`src/ksrc_pkg.sv`:
```
// ----------------------------------------------------------------------------
// Keyframe repetition counter package
// Shared constants, register indexes, item and control types, and the
// ternary feature compare used by the keyframe matcher.
// ----------------------------------------------------------------------------
package ksrc_pkg;

   localparam int MAX_FRAMES    = 16;
   localparam int FEATURE_COUNT = 17;
   localparam int CODE_BITS     = 2;

   localparam int PATTERN_W = FEATURE_COUNT * CODE_BITS;
   localparam int INDEX_W   = $clog2(MAX_FRAMES);
   localparam int FRAMES_W  = $clog2(MAX_FRAMES + 1);
   localparam int COUNT_W   = 16;
   localparam int FUNC_W    = 3;
   localparam int CSR_DATA_W = 32;
   localparam int CSR_ADDR_W = 4;
   localparam int REG_SEL_W  = 2;

   localparam logic [COUNT_W-1:0] COUNT_MAX = {COUNT_W{1'b1}};

   // Item function codes
   localparam logic [FUNC_W-1:0] FUNC_LOAD_FULL  = 3'd0;
   localparam logic [FUNC_W-1:0] FUNC_LOAD_IDEAL = 3'd1;
   localparam logic [FUNC_W-1:0] FUNC_POSE       = 3'd2;
   localparam logic [FUNC_W-1:0] FUNC_TICK       = 3'd3;
   localparam logic [FUNC_W-1:0] FUNC_SET_ACTIVE = 3'd4;
   localparam logic [FUNC_W-1:0] FUNC_STOP       = 3'd5;

   // Register indexes (word address)
   localparam logic [REG_SEL_W-1:0] REG_REP_LIMIT     = 2'd0;
   localparam logic [REG_SEL_W-1:0] REG_SECOND_LIMIT  = 2'd1;
   localparam logic [REG_SEL_W-1:0] REG_FRAMES_IN_USE = 2'd2;

   localparam logic [FRAMES_W-1:0] FRAMES_RESET = FRAMES_W'(1);

   typedef struct packed {
      logic [FUNC_W-1:0]        func;
      logic [INDEX_W-1:0]       frame_slot;
      logic [PATTERN_W-1:0]     pattern_codes;
      logic [FEATURE_COUNT-1:0] care_bits;
      logic [PATTERN_W-1:0]     pose_codes;
      logic                     run_enable;
   } req_item_type;

   typedef struct packed {
      logic [COUNT_W-1:0] reps_done;
      logic [COUNT_W-1:0] seconds_done;
      logic               last_rep_perfect;
      logic [INDEX_W-1:0] frame_position;
      logic               rep_event;
      logic               tick_event;
      logic               end_event;
      logic               finished;
   } rsp_item_type;

   typedef struct packed {
      logic [COUNT_W-1:0]  rep_limit;
      logic [COUNT_W-1:0]  second_limit;
      logic [FRAMES_W-1:0] frames_in_use;
   } cfg_type;

   typedef struct packed {
      logic [PATTERN_W-1:0]     codes;
      logic [FEATURE_COUNT-1:0] care;
   } keyframe_type;

   typedef struct packed {
      logic               full_we;
      logic               ideal_we;
      logic [INDEX_W-1:0] slot;
      keyframe_type       frame;
   } store_wr_type;

   // A feature whose care bit is clear always matches.
   function automatic logic ternary_match(input logic [PATTERN_W-1:0]     codes,
                                          input logic [FEATURE_COUNT-1:0] care,
                                          input logic [PATTERN_W-1:0]     pose);
      logic hit;
      hit = 1'b1;
      for (int i = 0; i < FEATURE_COUNT; i++) begin
         if (care[i] && (codes[i*CODE_BITS +: CODE_BITS] != pose[i*CODE_BITS +: CODE_BITS])) begin
            hit = 1'b0;
         end
      end
      return hit;
   endfunction

endpackage

```
`src/ksrc_if.sv`:
```
// ----------------------------------------------------------------------------
// Keyframe repetition counter channels
// Valid/ready interfaces for the request and the result channel.
// ----------------------------------------------------------------------------
interface ksrc_req_if;
   logic                               valid;
   logic                               ready;
   logic [ksrc_pkg::FUNC_W-1:0]        func;
   logic [ksrc_pkg::INDEX_W-1:0]       frame_slot;
   logic [ksrc_pkg::PATTERN_W-1:0]     pattern_codes;
   logic [ksrc_pkg::FEATURE_COUNT-1:0] care_bits;
   logic [ksrc_pkg::PATTERN_W-1:0]     pose_codes;
   logic                               run_enable;

   modport source (output valid, func, frame_slot, pattern_codes, care_bits, pose_codes,
                   run_enable, input ready);
   modport sink   (input valid, func, frame_slot, pattern_codes, care_bits, pose_codes,
                   run_enable, output ready);
endinterface

interface ksrc_rsp_if;
   logic                         valid;
   logic                         ready;
   logic [ksrc_pkg::COUNT_W-1:0] reps_done;
   logic [ksrc_pkg::COUNT_W-1:0] seconds_done;
   logic                         last_rep_perfect;
   logic [ksrc_pkg::INDEX_W-1:0] frame_position;
   logic                         rep_event;
   logic                         tick_event;
   logic                         end_event;
   logic                         finished;

   modport source (output valid, reps_done, seconds_done, last_rep_perfect, frame_position,
                   rep_event, tick_event, end_event, finished, input ready);
   modport sink   (input valid, reps_done, seconds_done, last_rep_perfect, frame_position,
                   rep_event, tick_event, end_event, finished, output ready);
endinterface

```
`src/ksrc_csr.sv`:
```
// ----------------------------------------------------------------------------
// Keyframe repetition counter registers
// APB-style register bank holding the limits and the keyframe count.
// ----------------------------------------------------------------------------
module ksrc_csr (
   input  logic                                clock,
   input  logic                                reset,
   input  logic                                csr_psel,
   input  logic                                csr_penable,
   input  logic                                csr_pwrite,
   input  logic [ksrc_pkg::CSR_ADDR_W-1:0]     csr_paddr,
   input  logic [ksrc_pkg::CSR_DATA_W-1:0]     csr_pwdata,
   output logic [ksrc_pkg::CSR_DATA_W-1:0]     csr_prdata,
   output logic                                csr_pready,
   output ksrc_pkg::cfg_type                   cfg
);

   logic [ksrc_pkg::COUNT_W-1:0]   rep_limit_ff;
   logic [ksrc_pkg::COUNT_W-1:0]   second_limit_ff;
   logic [ksrc_pkg::FRAMES_W-1:0]  frames_ff;
   logic [ksrc_pkg::REG_SEL_W-1:0] reg_sel;
   logic                           wr_en;

   assign reg_sel    = csr_paddr[ksrc_pkg::CSR_ADDR_W-1:2];
   assign csr_pready = 1'b1;
   assign wr_en      = csr_psel && csr_penable && csr_pwrite;

   always_ff @(posedge clock) begin
      if (reset) begin
         rep_limit_ff    <= '0;
         second_limit_ff <= '0;
         frames_ff       <= ksrc_pkg::FRAMES_RESET;
      end else if (wr_en) begin
         unique case (reg_sel)
            ksrc_pkg::REG_REP_LIMIT: begin
               rep_limit_ff <= csr_pwdata[ksrc_pkg::COUNT_W-1:0];
            end
            ksrc_pkg::REG_SECOND_LIMIT: begin
               second_limit_ff <= csr_pwdata[ksrc_pkg::COUNT_W-1:0];
            end
            ksrc_pkg::REG_FRAMES_IN_USE: begin
               frames_ff <= csr_pwdata[ksrc_pkg::FRAMES_W-1:0];
            end
            default: begin
            end
         endcase
      end
   end

   always_comb begin
      unique case (reg_sel)
         ksrc_pkg::REG_REP_LIMIT:     csr_prdata = ksrc_pkg::CSR_DATA_W'(rep_limit_ff);
         ksrc_pkg::REG_SECOND_LIMIT:  csr_prdata = ksrc_pkg::CSR_DATA_W'(second_limit_ff);
         ksrc_pkg::REG_FRAMES_IN_USE: csr_prdata = ksrc_pkg::CSR_DATA_W'(frames_ff);
         default:                     csr_prdata = '0;
      endcase
   end

   assign cfg.rep_limit     = rep_limit_ff;
   assign cfg.second_limit  = second_limit_ff;
   assign cfg.frames_in_use = frames_ff;

endmodule

```
`src/ksrc_store.sv`:
```
// ----------------------------------------------------------------------------
// Keyframe store
// Complete and perfect keyframe tables, one write port and one read
// port per table.
// ----------------------------------------------------------------------------
module ksrc_store (
   input  logic                          clock,
   input  ksrc_pkg::store_wr_type        wr,
   input  logic [ksrc_pkg::INDEX_W-1:0]  full_addr,
   input  logic [ksrc_pkg::INDEX_W-1:0]  ideal_addr,
   output ksrc_pkg::keyframe_type        full_rd,
   output ksrc_pkg::keyframe_type        ideal_rd
);

   // Contents are undefined until a slot is loaded, so no reset is applied.
   ksrc_pkg::keyframe_type full_ff  [ksrc_pkg::MAX_FRAMES];
   ksrc_pkg::keyframe_type ideal_ff [ksrc_pkg::MAX_FRAMES];

   always_ff @(posedge clock) begin
      if (wr.full_we) begin
         full_ff[wr.slot] <= wr.frame;
      end
      if (wr.ideal_we) begin
         ideal_ff[wr.slot] <= wr.frame;
      end
   end

   assign full_rd  = full_ff[full_addr];
   assign ideal_rd = ideal_ff[ideal_addr];

endmodule

```
`src/ksrc_core.sv`:
```
// ----------------------------------------------------------------------------
// Keyframe repetition counter core
// Input register, keyframe matching and counter update, result register.
// ----------------------------------------------------------------------------
module ksrc_core (
   input  logic                          clock,
   input  logic                          reset,
   input  logic                          req_valid,
   input  ksrc_pkg::req_item_type        req_item,
   output logic                          req_ready,
   output logic                          rsp_valid,
   output ksrc_pkg::rsp_item_type        rsp_item,
   input  logic                          rsp_ready,
   input  ksrc_pkg::cfg_type             cfg,
   output ksrc_pkg::store_wr_type        store_wr,
   output logic [ksrc_pkg::INDEX_W-1:0]  full_addr,
   output logic [ksrc_pkg::INDEX_W-1:0]  ideal_addr,
   input  ksrc_pkg::keyframe_type        full_rd,
   input  ksrc_pkg::keyframe_type        ideal_rd
);

   logic                          in_valid_ff;
   ksrc_pkg::req_item_type        in_item_ff;
   logic                          out_valid_ff;
   ksrc_pkg::rsp_item_type        out_item_ff;
   ksrc_pkg::rsp_item_type        out_item_in;
   logic                          advance;

   logic [ksrc_pkg::INDEX_W-1:0]  full_idx_ff,  full_idx_in;
   logic [ksrc_pkg::INDEX_W-1:0]  ideal_idx_ff, ideal_idx_in;
   logic [ksrc_pkg::COUNT_W-1:0]  rep_ff,       rep_in;
   logic [ksrc_pkg::COUNT_W-1:0]  sec_ff,       sec_in;
   logic                          perfect_ff,   perfect_in;
   logic                          running_ff,   running_in;
   logic                          ended_ff,     ended_in;

   logic [ksrc_pkg::FRAMES_W-1:0] frames;
   logic [ksrc_pkg::FRAMES_W-1:0] full_step;
   logic [ksrc_pkg::FRAMES_W-1:0] ideal_cur;
   logic [ksrc_pkg::FRAMES_W-1:0] ideal_step;
   logic [ksrc_pkg::FRAMES_W-1:0] ideal_after;
   logic                          full_hit;
   logic                          ideal_hit;
   logic                          slot_ok;
   logic                          rep_ev, tick_ev, end_ev;

   assign advance   = in_valid_ff && (!out_valid_ff || rsp_ready);
   assign req_ready = !in_valid_ff || advance;

   always_ff @(posedge clock) begin
      if (reset) begin
         in_valid_ff <= 1'b0;
      end else if (req_valid && req_ready) begin
         in_valid_ff <= 1'b1;
      end else if (advance) begin
         in_valid_ff <= 1'b0;
      end
   end

   always_ff @(posedge clock) begin
      if (req_valid && req_ready) begin
         in_item_ff <= req_item;
      end
   end

   // A keyframe count of zero acts as one, and anything above the table depth
   // is clamped to it.
   always_comb begin
      if (cfg.frames_in_use == '0) begin
         frames = ksrc_pkg::FRAMES_W'(1);
      end else if (cfg.frames_in_use > ksrc_pkg::FRAMES_W'(ksrc_pkg::MAX_FRAMES)) begin
         frames = ksrc_pkg::FRAMES_W'(ksrc_pkg::MAX_FRAMES);
      end else begin
         frames = cfg.frames_in_use;
      end
   end

   assign full_addr  = full_idx_ff;
   assign ideal_addr = ideal_idx_ff;
   assign full_hit   = ksrc_pkg::ternary_match(full_rd.codes, full_rd.care,
                                               in_item_ff.pose_codes);
   assign ideal_hit  = ksrc_pkg::ternary_match(ideal_rd.codes, ideal_rd.care,
                                               in_item_ff.pose_codes);
   assign full_step  = {1'b0, full_idx_ff} + ksrc_pkg::FRAMES_W'(1);
   assign ideal_cur  = {1'b0, ideal_idx_ff};
   assign ideal_step = ideal_cur + ksrc_pkg::FRAMES_W'(1);
   assign slot_ok    = ksrc_pkg::FRAMES_W'(in_item_ff.frame_slot)
                       < ksrc_pkg::FRAMES_W'(ksrc_pkg::MAX_FRAMES);

   always_comb begin
      full_idx_in          = full_idx_ff;
      ideal_idx_in         = ideal_idx_ff;
      rep_in               = rep_ff;
      sec_in               = sec_ff;
      perfect_in           = perfect_ff;
      running_in           = running_ff;
      ended_in             = ended_ff;
      ideal_after          = ideal_cur;
      rep_ev               = 1'b0;
      tick_ev              = 1'b0;
      end_ev               = 1'b0;
      store_wr.full_we     = 1'b0;
      store_wr.ideal_we    = 1'b0;
      store_wr.slot        = in_item_ff.frame_slot;
      store_wr.frame.codes = in_item_ff.pattern_codes;
      store_wr.frame.care  = in_item_ff.care_bits;
      unique case (in_item_ff.func)
         ksrc_pkg::FUNC_LOAD_FULL: begin
            store_wr.full_we = advance && slot_ok;
         end
         ksrc_pkg::FUNC_LOAD_IDEAL: begin
            store_wr.ideal_we = advance && slot_ok;
         end
         ksrc_pkg::FUNC_POSE: begin
            if (full_hit) begin
               if ((ideal_cur < frames) && ideal_hit) begin
                  ideal_after = ideal_step;
               end
               if (full_step >= frames) begin
                  if (rep_ff != ksrc_pkg::COUNT_MAX) begin
                     rep_in = rep_ff + ksrc_pkg::COUNT_W'(1);
                  end
                  perfect_in = (ideal_after >= frames);
                  rep_ev     = 1'b1;
                  if ((cfg.rep_limit != '0) && (rep_in >= cfg.rep_limit)) begin
                     ended_in = 1'b1;
                     end_ev   = 1'b1;
                  end
                  full_idx_in  = '0;
                  ideal_idx_in = '0;
               end else begin
                  full_idx_in  = full_step[ksrc_pkg::INDEX_W-1:0];
                  ideal_idx_in = ideal_after[ksrc_pkg::INDEX_W-1:0];
               end
            end
         end
         ksrc_pkg::FUNC_TICK: begin
            if (running_ff && !ended_ff) begin
               if (sec_ff != ksrc_pkg::COUNT_MAX) begin
                  sec_in = sec_ff + ksrc_pkg::COUNT_W'(1);
               end
               tick_ev = 1'b1;
               if ((cfg.second_limit != '0) && (sec_in >= cfg.second_limit)) begin
                  ended_in = 1'b1;
                  end_ev   = 1'b1;
               end
            end
         end
         ksrc_pkg::FUNC_SET_ACTIVE: begin
            running_in = in_item_ff.run_enable;
         end
         ksrc_pkg::FUNC_STOP: begin
            ended_in = 1'b1;
         end
         default: begin
         end
      endcase
   end

   always_comb begin
      out_item_in.reps_done        = rep_in;
      out_item_in.seconds_done     = sec_in;
      out_item_in.last_rep_perfect = perfect_in;
      out_item_in.frame_position   = full_idx_in;
      out_item_in.rep_event        = rep_ev;
      out_item_in.tick_event       = tick_ev;
      out_item_in.end_event        = end_ev;
      out_item_in.finished         = ended_in;
   end

   always_ff @(posedge clock) begin
      if (reset) begin
         full_idx_ff  <= '0;
         ideal_idx_ff <= '0;
         rep_ff       <= '0;
         sec_ff       <= '0;
         perfect_ff   <= 1'b0;
         running_ff   <= 1'b0;
         ended_ff     <= 1'b0;
         out_valid_ff <= 1'b0;
      end else begin
         if (advance) begin
            full_idx_ff  <= full_idx_in;
            ideal_idx_ff <= ideal_idx_in;
            rep_ff       <= rep_in;
            sec_ff       <= sec_in;
            perfect_ff   <= perfect_in;
            running_ff   <= running_in;
            ended_ff     <= ended_in;
            out_valid_ff <= 1'b1;
         end else if (rsp_ready) begin
            out_valid_ff <= 1'b0;
         end
      end
   end

   always_ff @(posedge clock) begin
      if (advance) begin
         out_item_ff <= out_item_in;
      end
   end

   assign rsp_valid = out_valid_ff;
   assign rsp_item  = out_item_ff;

endmodule

```
`src/keyframe_sequence_rep_counter_unit.sv`:
```
// ----------------------------------------------------------------------------
// Keyframe sequence repetition counter
// An accepted item passes the input register and then the output register,
// which offers its result until taken. Throughput: one item per cycle while
// results are taken at once, set by the single compare-and-update stage.
// Reset (synchronous): clears counters, indices, flags and registers; the
// keyframe tables are not cleared and hold no data until loaded.
// ----------------------------------------------------------------------------
module keyframe_sequence_rep_counter_unit (
   input  logic                            clock,
   input  logic                            reset,
   ksrc_req_if.sink                        req_chan,
   ksrc_rsp_if.source                      rsp_chan,
   input  logic                            csr_psel,
   input  logic                            csr_penable,
   input  logic                            csr_pwrite,
   input  logic [ksrc_pkg::CSR_ADDR_W-1:0] csr_paddr,
   input  logic [ksrc_pkg::CSR_DATA_W-1:0] csr_pwdata,
   output logic [ksrc_pkg::CSR_DATA_W-1:0] csr_prdata,
   output logic                            csr_pready
);

   // Each item enters an input register. While it is there the keyframe
   // tables are read at the current complete and perfect positions, both
   // ternary compares run, the counters move and the result is captured in
   // the output register. The input register empties whenever the output
   // register can take a new result, so while a finished result waits
   // downstream the block takes at most one further item and then stalls.

   ksrc_pkg::cfg_type              cfg;
   ksrc_pkg::req_item_type         req_item;
   ksrc_pkg::rsp_item_type         rsp_item;
   ksrc_pkg::store_wr_type         store_wr;
   ksrc_pkg::keyframe_type         full_rd;
   ksrc_pkg::keyframe_type         ideal_rd;
   logic [ksrc_pkg::INDEX_W-1:0]   full_addr;
   logic [ksrc_pkg::INDEX_W-1:0]   ideal_addr;
   logic                           req_ready;
   logic                           rsp_valid;

   // Request payload gathered into one item.
   assign req_item.func          = req_chan.func;
   assign req_item.frame_slot    = req_chan.frame_slot;
   assign req_item.pattern_codes = req_chan.pattern_codes;
   assign req_item.care_bits     = req_chan.care_bits;
   assign req_item.pose_codes    = req_chan.pose_codes;
   assign req_item.run_enable    = req_chan.run_enable;
   assign req_chan.ready         = req_ready;

   ksrc_csr u_csr (
      .clock       (clock),
      .reset       (reset),
      .csr_psel    (csr_psel),
      .csr_penable (csr_penable),
      .csr_pwrite  (csr_pwrite),
      .csr_paddr   (csr_paddr),
      .csr_pwdata  (csr_pwdata),
      .csr_prdata  (csr_prdata),
      .csr_pready  (csr_pready),
      .cfg         (cfg)
   );

   // Loads write the tables at the same edge as the item's result is
   // captured, so a pose sample straight after a load sees the new keyframe.
   ksrc_store u_store (
      .clock      (clock),
      .wr         (store_wr),
      .full_addr  (full_addr),
      .ideal_addr (ideal_addr),
      .full_rd    (full_rd),
      .ideal_rd   (ideal_rd)
   );

   ksrc_core u_core (
      .clock      (clock),
      .reset      (reset),
      .req_valid  (req_chan.valid),
      .req_item   (req_item),
      .req_ready  (req_ready),
      .rsp_valid  (rsp_valid),
      .rsp_item   (rsp_item),
      .rsp_ready  (rsp_chan.ready),
      .cfg        (cfg),
      .store_wr   (store_wr),
      .full_addr  (full_addr),
      .ideal_addr (ideal_addr),
      .full_rd    (full_rd),
      .ideal_rd   (ideal_rd)
   );

   // Result item spread onto the channel.
   assign rsp_chan.valid            = rsp_valid;
   assign rsp_chan.reps_done        = rsp_item.reps_done;
   assign rsp_chan.seconds_done     = rsp_item.seconds_done;
   assign rsp_chan.last_rep_perfect = rsp_item.last_rep_perfect;
   assign rsp_chan.frame_position   = rsp_item.frame_position;
   assign rsp_chan.rep_event        = rsp_item.rep_event;
   assign rsp_chan.tick_event       = rsp_item.tick_event;
   assign rsp_chan.end_event        = rsp_item.end_event;
   assign rsp_chan.finished         = rsp_item.finished;

endmodule

```
`src/flat_wrapper.sv`:
```
// flat-port wrapper written by rule: the top's interface ports become plain ports
module keyframe_sequence_rep_counter_unit_flat 
  (clock, reset, csr_psel, csr_penable, csr_pwrite, csr_paddr, csr_pwdata, csr_prdata, csr_pready, req_chan_valid, req_chan_func, req_chan_frame_slot, req_chan_pattern_codes, req_chan_care_bits, req_chan_pose_codes, req_chan_run_enable, req_chan_ready, rsp_chan_valid, rsp_chan_reps_done, rsp_chan_seconds_done, rsp_chan_last_rep_perfect, rsp_chan_frame_position, rsp_chan_rep_event, rsp_chan_tick_event, rsp_chan_end_event, rsp_chan_finished, rsp_chan_ready);
  ksrc_req_if req_chan_i ();
  ksrc_rsp_if rsp_chan_i ();
  input  logic clock;
  input  logic reset;
  input  logic csr_psel;
  input  logic csr_penable;
  input  logic csr_pwrite;
  input  logic [ksrc_pkg::CSR_ADDR_W-1:0] csr_paddr;
  input  logic [ksrc_pkg::CSR_DATA_W-1:0] csr_pwdata;
  output logic [ksrc_pkg::CSR_DATA_W-1:0] csr_prdata;
  output logic csr_pready;
  input wire logic [$bits(req_chan_i.valid)-1:0] req_chan_valid;
  input wire logic [$bits(req_chan_i.func)-1:0] req_chan_func;
  input wire logic [$bits(req_chan_i.frame_slot)-1:0] req_chan_frame_slot;
  input wire logic [$bits(req_chan_i.pattern_codes)-1:0] req_chan_pattern_codes;
  input wire logic [$bits(req_chan_i.care_bits)-1:0] req_chan_care_bits;
  input wire logic [$bits(req_chan_i.pose_codes)-1:0] req_chan_pose_codes;
  input wire logic [$bits(req_chan_i.run_enable)-1:0] req_chan_run_enable;
  output wire logic [$bits(req_chan_i.ready)-1:0] req_chan_ready;
  output wire logic [$bits(rsp_chan_i.valid)-1:0] rsp_chan_valid;
  output wire logic [$bits(rsp_chan_i.reps_done)-1:0] rsp_chan_reps_done;
  output wire logic [$bits(rsp_chan_i.seconds_done)-1:0] rsp_chan_seconds_done;
  output wire logic [$bits(rsp_chan_i.last_rep_perfect)-1:0] rsp_chan_last_rep_perfect;
  output wire logic [$bits(rsp_chan_i.frame_position)-1:0] rsp_chan_frame_position;
  output wire logic [$bits(rsp_chan_i.rep_event)-1:0] rsp_chan_rep_event;
  output wire logic [$bits(rsp_chan_i.tick_event)-1:0] rsp_chan_tick_event;
  output wire logic [$bits(rsp_chan_i.end_event)-1:0] rsp_chan_end_event;
  output wire logic [$bits(rsp_chan_i.finished)-1:0] rsp_chan_finished;
  input wire logic [$bits(rsp_chan_i.ready)-1:0] rsp_chan_ready;
  assign req_chan_i.valid = req_chan_valid;
  assign req_chan_i.func = req_chan_func;
  assign req_chan_i.frame_slot = req_chan_frame_slot;
  assign req_chan_i.pattern_codes = req_chan_pattern_codes;
  assign req_chan_i.care_bits = req_chan_care_bits;
  assign req_chan_i.pose_codes = req_chan_pose_codes;
  assign req_chan_i.run_enable = req_chan_run_enable;
  assign req_chan_ready = req_chan_i.ready;
  assign rsp_chan_valid = rsp_chan_i.valid;
  assign rsp_chan_reps_done = rsp_chan_i.reps_done;
  assign rsp_chan_seconds_done = rsp_chan_i.seconds_done;
  assign rsp_chan_last_rep_perfect = rsp_chan_i.last_rep_perfect;
  assign rsp_chan_frame_position = rsp_chan_i.frame_position;
  assign rsp_chan_rep_event = rsp_chan_i.rep_event;
  assign rsp_chan_tick_event = rsp_chan_i.tick_event;
  assign rsp_chan_end_event = rsp_chan_i.end_event;
  assign rsp_chan_finished = rsp_chan_i.finished;
  assign rsp_chan_i.ready = rsp_chan_ready;
  keyframe_sequence_rep_counter_unit u_core (.clock(clock), .reset(reset), .req_chan(req_chan_i), .rsp_chan(rsp_chan_i), .csr_psel(csr_psel), .csr_penable(csr_penable), .csr_pwrite(csr_pwrite), .csr_paddr(csr_paddr), .csr_pwdata(csr_pwdata), .csr_prdata(csr_prdata), .csr_pready(csr_pready));
endmodule
```
`config.mk`:
```
export PLATFORM = sky130hd
export DESIGN_NAME = keyframe_sequence_rep_counter_unit_flat
export DESIGN_NICKNAME = d
export VERILOG_FILES = /design/src/ksrc_pkg.sv /design/src/ksrc_if.sv /design/src/ksrc_csr.sv /design/src/ksrc_store.sv /design/src/ksrc_core.sv /design/src/keyframe_sequence_rep_counter_unit.sv /design/src/flat_wrapper.sv
export SDC_FILE = /design/constraint.sdc
export NUM_CORES = 2
export LEC_CHECK = 0
export BUFFER_PORTS_ARGS = -buffer_cell sky130_fd_sc_hd__buf_2
export CORE_UTILIZATION = 62
export CTS_CLUSTER_SIZE = 24
export DETAILED_ROUTE_END_ITERATION = 10
export PLACE_DENSITY_LB_ADDON = 0.25
export REMOVE_ABC_BUFFERS = 1
export SYNTH_ARGS = -nofsm -noshare
export SYNTH_HDL_FRONTEND = slang
export SYNTH_SLANG_ARGS = --single-unit
```
`constraint.sdc`:
```
create_clock -name clock -period 5.9 [get_ports clock]
set_input_delay 0.295 -clock clock [delete_from_list [all_inputs] [get_ports clock]]
set_output_delay 0.295 -clock clock [all_outputs]
set_load 0.02 [all_outputs]
```
==> summary.md <==
| Metric | Value |
|---|---|
| Status | finished, final reports clean |
| Met3 Use GR | 0.05441 |
| Pin count of the biggest net entering global routing | 80 |
| Die width | 346.4 um |
| Placed insts | 5368 |
| Setup crit start kind | flop |
| Synth Register Bits | 1856 |
| Fin nets | 4322 |
| Synth area leaders | edfxtp_1, mux4_2, mux2i_1 |
| CTS clock-pin slew for the worst setup and hold paths | 0.06 ns |
| Share of cells above drive strength 1 | 0.2466 |
| Root Driver | clkbuf_16 |
| Sink Count | 1856 |
| Port bufs | 176 |
| Period utilization | 0.9594 |
| GR Layer Usage met1 | 0.4251 |
| GRT overflow | 0 |
| Synth Instances | 3708 |
| Core Footprint | 116800 um^2 |
| Worst EP arrival | 6.28 ns |
| Hold WC Path Type | in -> reg |
| Fin Setup TNS | 0 ns |
| Post-route ant nets | 0 |
| Post-synth EDFFs | 1766 |
| Syn avg cell area | 19.84 um^2 |
| Cts bufs inserted | 178 |
| Critical Path RT | 6.52 ns |
| Clk Latency, worst-skew pair | 0.81 ns |
| Async set-or-reset flop fraction in the synthesized netlist | 0 |
| Max cap viols | 0 |
| # rows | 125 |
| Global-route wire length before repair | 265000 um |
| Chip height | 346.4 um |
| Via count | 39084 |
| Resize count post-CTS | 0 |
| Setup CP Type | reg -> reg |
| Post-route minimum period | 5.660 ns |
| Vias in the first global route | 38836 |
| First DRT Iteration DRCs | 5054 |
| Diodes inserted | 0 |
| Setup WS post-layout | 0.2396 ns |
| Slew headroom | 0.2115 |
| Initial Utilization | 0.6295 |
| Cell taking the most area after synthesis | edfxtp_1 |
| H-Tree Depth | 4 |
| Final core occ | 0.7182 |
| DRC violations left | 0 |
| Post-Layout Cell Count | 5810 |
| Endpoints failing setup | 0 |
| Final Hold Fails | 0 |
| Routed WL per cell | 31.85 um |
| Most used DFF post-synth | edfxtp_1 |
| Synth warn | 0 |
| Vias per cell | 6.727 |
| Worst R2R Setup Slack | 0.24 ns |
| Pre-antenna DRT Iters | 6 |
| Die ar. | 120000 um^2 |
| Most used routing layer | met2 |
| Fin Clk Skew | 0.03536 ns |
| Fmax | 176.7 MHz |
| I/O pins | 212 |
| Deepest clock path buffer count | 3 |
| Area share of the largest cell type after synthesis | 0.7210 |
| Crit path max fanout | 37 |
| Dominant cell by count in the synthesized netlist | edfxtp_1 |
| RSZ-0062 raised after global routing | false |
| CTS tree | yes |
| Netlist Area Pre-Place | 73550 um^2 |
| Hold_sp | csr_penable |
| Netlist cell types | 75 |
| Final max-slew violation count | 0 |
| Met2 GRT Util | 0.5078 |
| Leakage power | 26.92 nW |
| CP Capture Type | flop |
| Seq/Total Area, Yosys | 0.7455 |
| Total track usage | 0.3111 |
| Pre-CTS setup slack | 0.4794 ns |
| Placer Congestion | 0.8316 |
| Initial antenna violation count | 2 |
| Worst slew pin tran | 1.183 ns |
| Detailed placer's ending HPWL | 101400 um |
| Worst vdd ir | 0.3183 mV |
| Reg2reg path depth | 11 |
| Drt total wl | 185100 um |
| Power Density | 316.6 nW/um^2 |
| Area Growth Syn to Fin | 14.08% |
| List of most frequent post-synthesis cells | edfxtp_1, mux4_2, mux2i_1, nand2_1, nor2_1 |
report_power, final:
group / total (W) / internal [W] / switching [W]
registers: 0.0147 / 0.0145 / 0.000211
logic: 0.000334 / 0.000138 / 0.000195
clock network: 0.0115 / 0.00659 / 0.00494
total: 0.0266 / 0.0212 / 0.00534
critical path, stage by stage, from the launching register on:
cell,delay [ns]
dfxtp_4,0.94
buf_4,0.35
mux4_2,0.51
mux2_2,0.27
nand2_1,0.08
a21oi_1,0.07
o31ai_1,0.72
nand4_1,0.44
nor4b_4,0.68
nand4_1,0.41
or4_1,0.52
o21ai_1,0.42
flip-flops by register name, indices dropped and copies added, names as in the netlist, named ones only:
register	flops
u_core.u_core.in_valid_ff	1
u_core.u_core.sec_ff	16
u_core.u_core.perfect_ff	1
u_core.u_csr.rep_limit_ff	16
u_core.u_core.rsp_item	41
u_core.u_store.ideal_ff	816
u_core.u_csr.frames_ff	5
u_core.u_core.running_ff	1
u_core.u_csr.second_limit_ff	16
u_core.u_core.full_addr	4
u_core.u_core.store_wr	55
u_core.u_store.full_ff	816
u_core.u_core.rsp_valid	1
u_core.u_core.rep_ff	16
u_core.u_core.ended_ff	1
u_core.u_core.ideal_addr	4
u_core.u_core.in_item_ff	38
worst min-delay path by stage:
stage | end | slack (ns) | depth (start not counted)
floorplan | u_core.u_core.rep_ff[0] | 0.36 | 1
global placement | u_core.u_core.perfect_ff | 0.46 | 1
detailed placement | u_core.u_core.store_wr[44] | 0.47 | 1
CTS | u_core.u_csr.rep_limit_ff[15] | 0.04 | 5
global route | u_core.u_csr.rep_limit_ff[5] | 0.11 | 5
finish | u_core.u_csr.rep_limit_ff[15] | 0.1 | 5
cells in the final DEF, fill, tap and decap left out, drive strengths merged, types with 7 or more instances in the layout:
| cell | synthesis | final |
|---|---|---|
| ha | 49 | 49 |
| mux4 | 399 | 399 |
| nor4 | 12 | 12 |
| buf | 138 | 320 |
| a221oi | 8 | 8 |
| xor2 | 73 | 73 |
| nand4 | 18 | 18 |
| clkinv | 0 | 73 |
| and3 | 24 | 24 |
| a211oi | 16 | 16 |
| o31ai | 18 | 18 |
| nor2 | 112 | 112 |
| bufinv | 0 | 22 |
| clkbuf | 61 | 218 |
| a21o | 21 | 21 |
| and2 | 11 | 11 |
| dfxtp | 90 | 90 |
| a31oi | 8 | 8 |
| conb | 2 | 17 |
| mux2 | 29 | 29 |
| a31o | 7 | 7 |
| a21oi | 94 | 94 |
| nor2b | 19 | 19 |
| nand2b | 16 | 16 |
| or4 | 13 | 13 |
| edfxtp | 1766 | 1766 |
| nand3 | 38 | 38 |
| a22oi | 26 | 26 |
| nor3 | 24 | 24 |
| nand3b | 8 | 8 |
| clkinvlp | 0 | 7 |
| mux2i | 200 | 200 |
| xnor2 | 50 | 50 |
| dlygate4sd3 | 0 | 113 |
| inv | 54 | 63 |
| nand2 | 183 | 183 |
| o21ai | 51 | 51 |
| a22o | 7 | 7 |
metal layers:
layer,vias to the layer above,share of wire
li1,15886,-
met1,20183,0.37
met2,2613,0.49
met3,400,0.10
met4,2,0.035
met5,-,0.000038
area by class of cell:
type | count | area [um^2]
clock inverters | 111 | 1260
repair buffers | 433 | 3393
multi-input cells | 1614 | 17650
well taps | 1524 | 1907
fillers | 6696 | 32930
inverters | 54 | 202.7
clock buffers | 218 | 4626
flip-flops and latches | 1856 | 54860
cell families (layout without fill, tap and decap cells):
logic type | Yosys count | after routing | synth area share
AND/OR/NAND/NOR | 501 | 501 | 0.03292
AO/OA/AOI/OAI | 296 | 296 | 0.02596
adder cells (fa/ha/maj) | 49 | 49 | 0.008336
multiplexers | 628 | 628 | 0.1542
other | 2 | 17 | 0.0001021
flip-flops | 1856 | 1856 | 0.7455
XOR/XNOR | 123 | 123 | 0.01465
buffers and inverters | 253 | 816 | 0.01827
what timing repair did:
action,in CTS,in global routing
hold buffers,113,0
endpoints found under the hold margin,132,0
setup buffers,0,0
through the flow:
| stage | instance area (um^2) | total power (W) | hold WS [ns] |
|---|---|---|---|
| CTS | 83910 | 0.02664 | 0.03842 |
| floorplan | 72460 | 0.01502 | 0.3641 |
| finish | 83910 | 0.02656 | 0.09844 |
| detailed placement | 76890 | 0.01525 | 0.4731 |
| global route | 83910 | 0.02715 | 0.1076 |
| global placement | 76890 | 0.01523 | 0.4637 |
No activity file was read; power rests on OpenSTA's default activity.
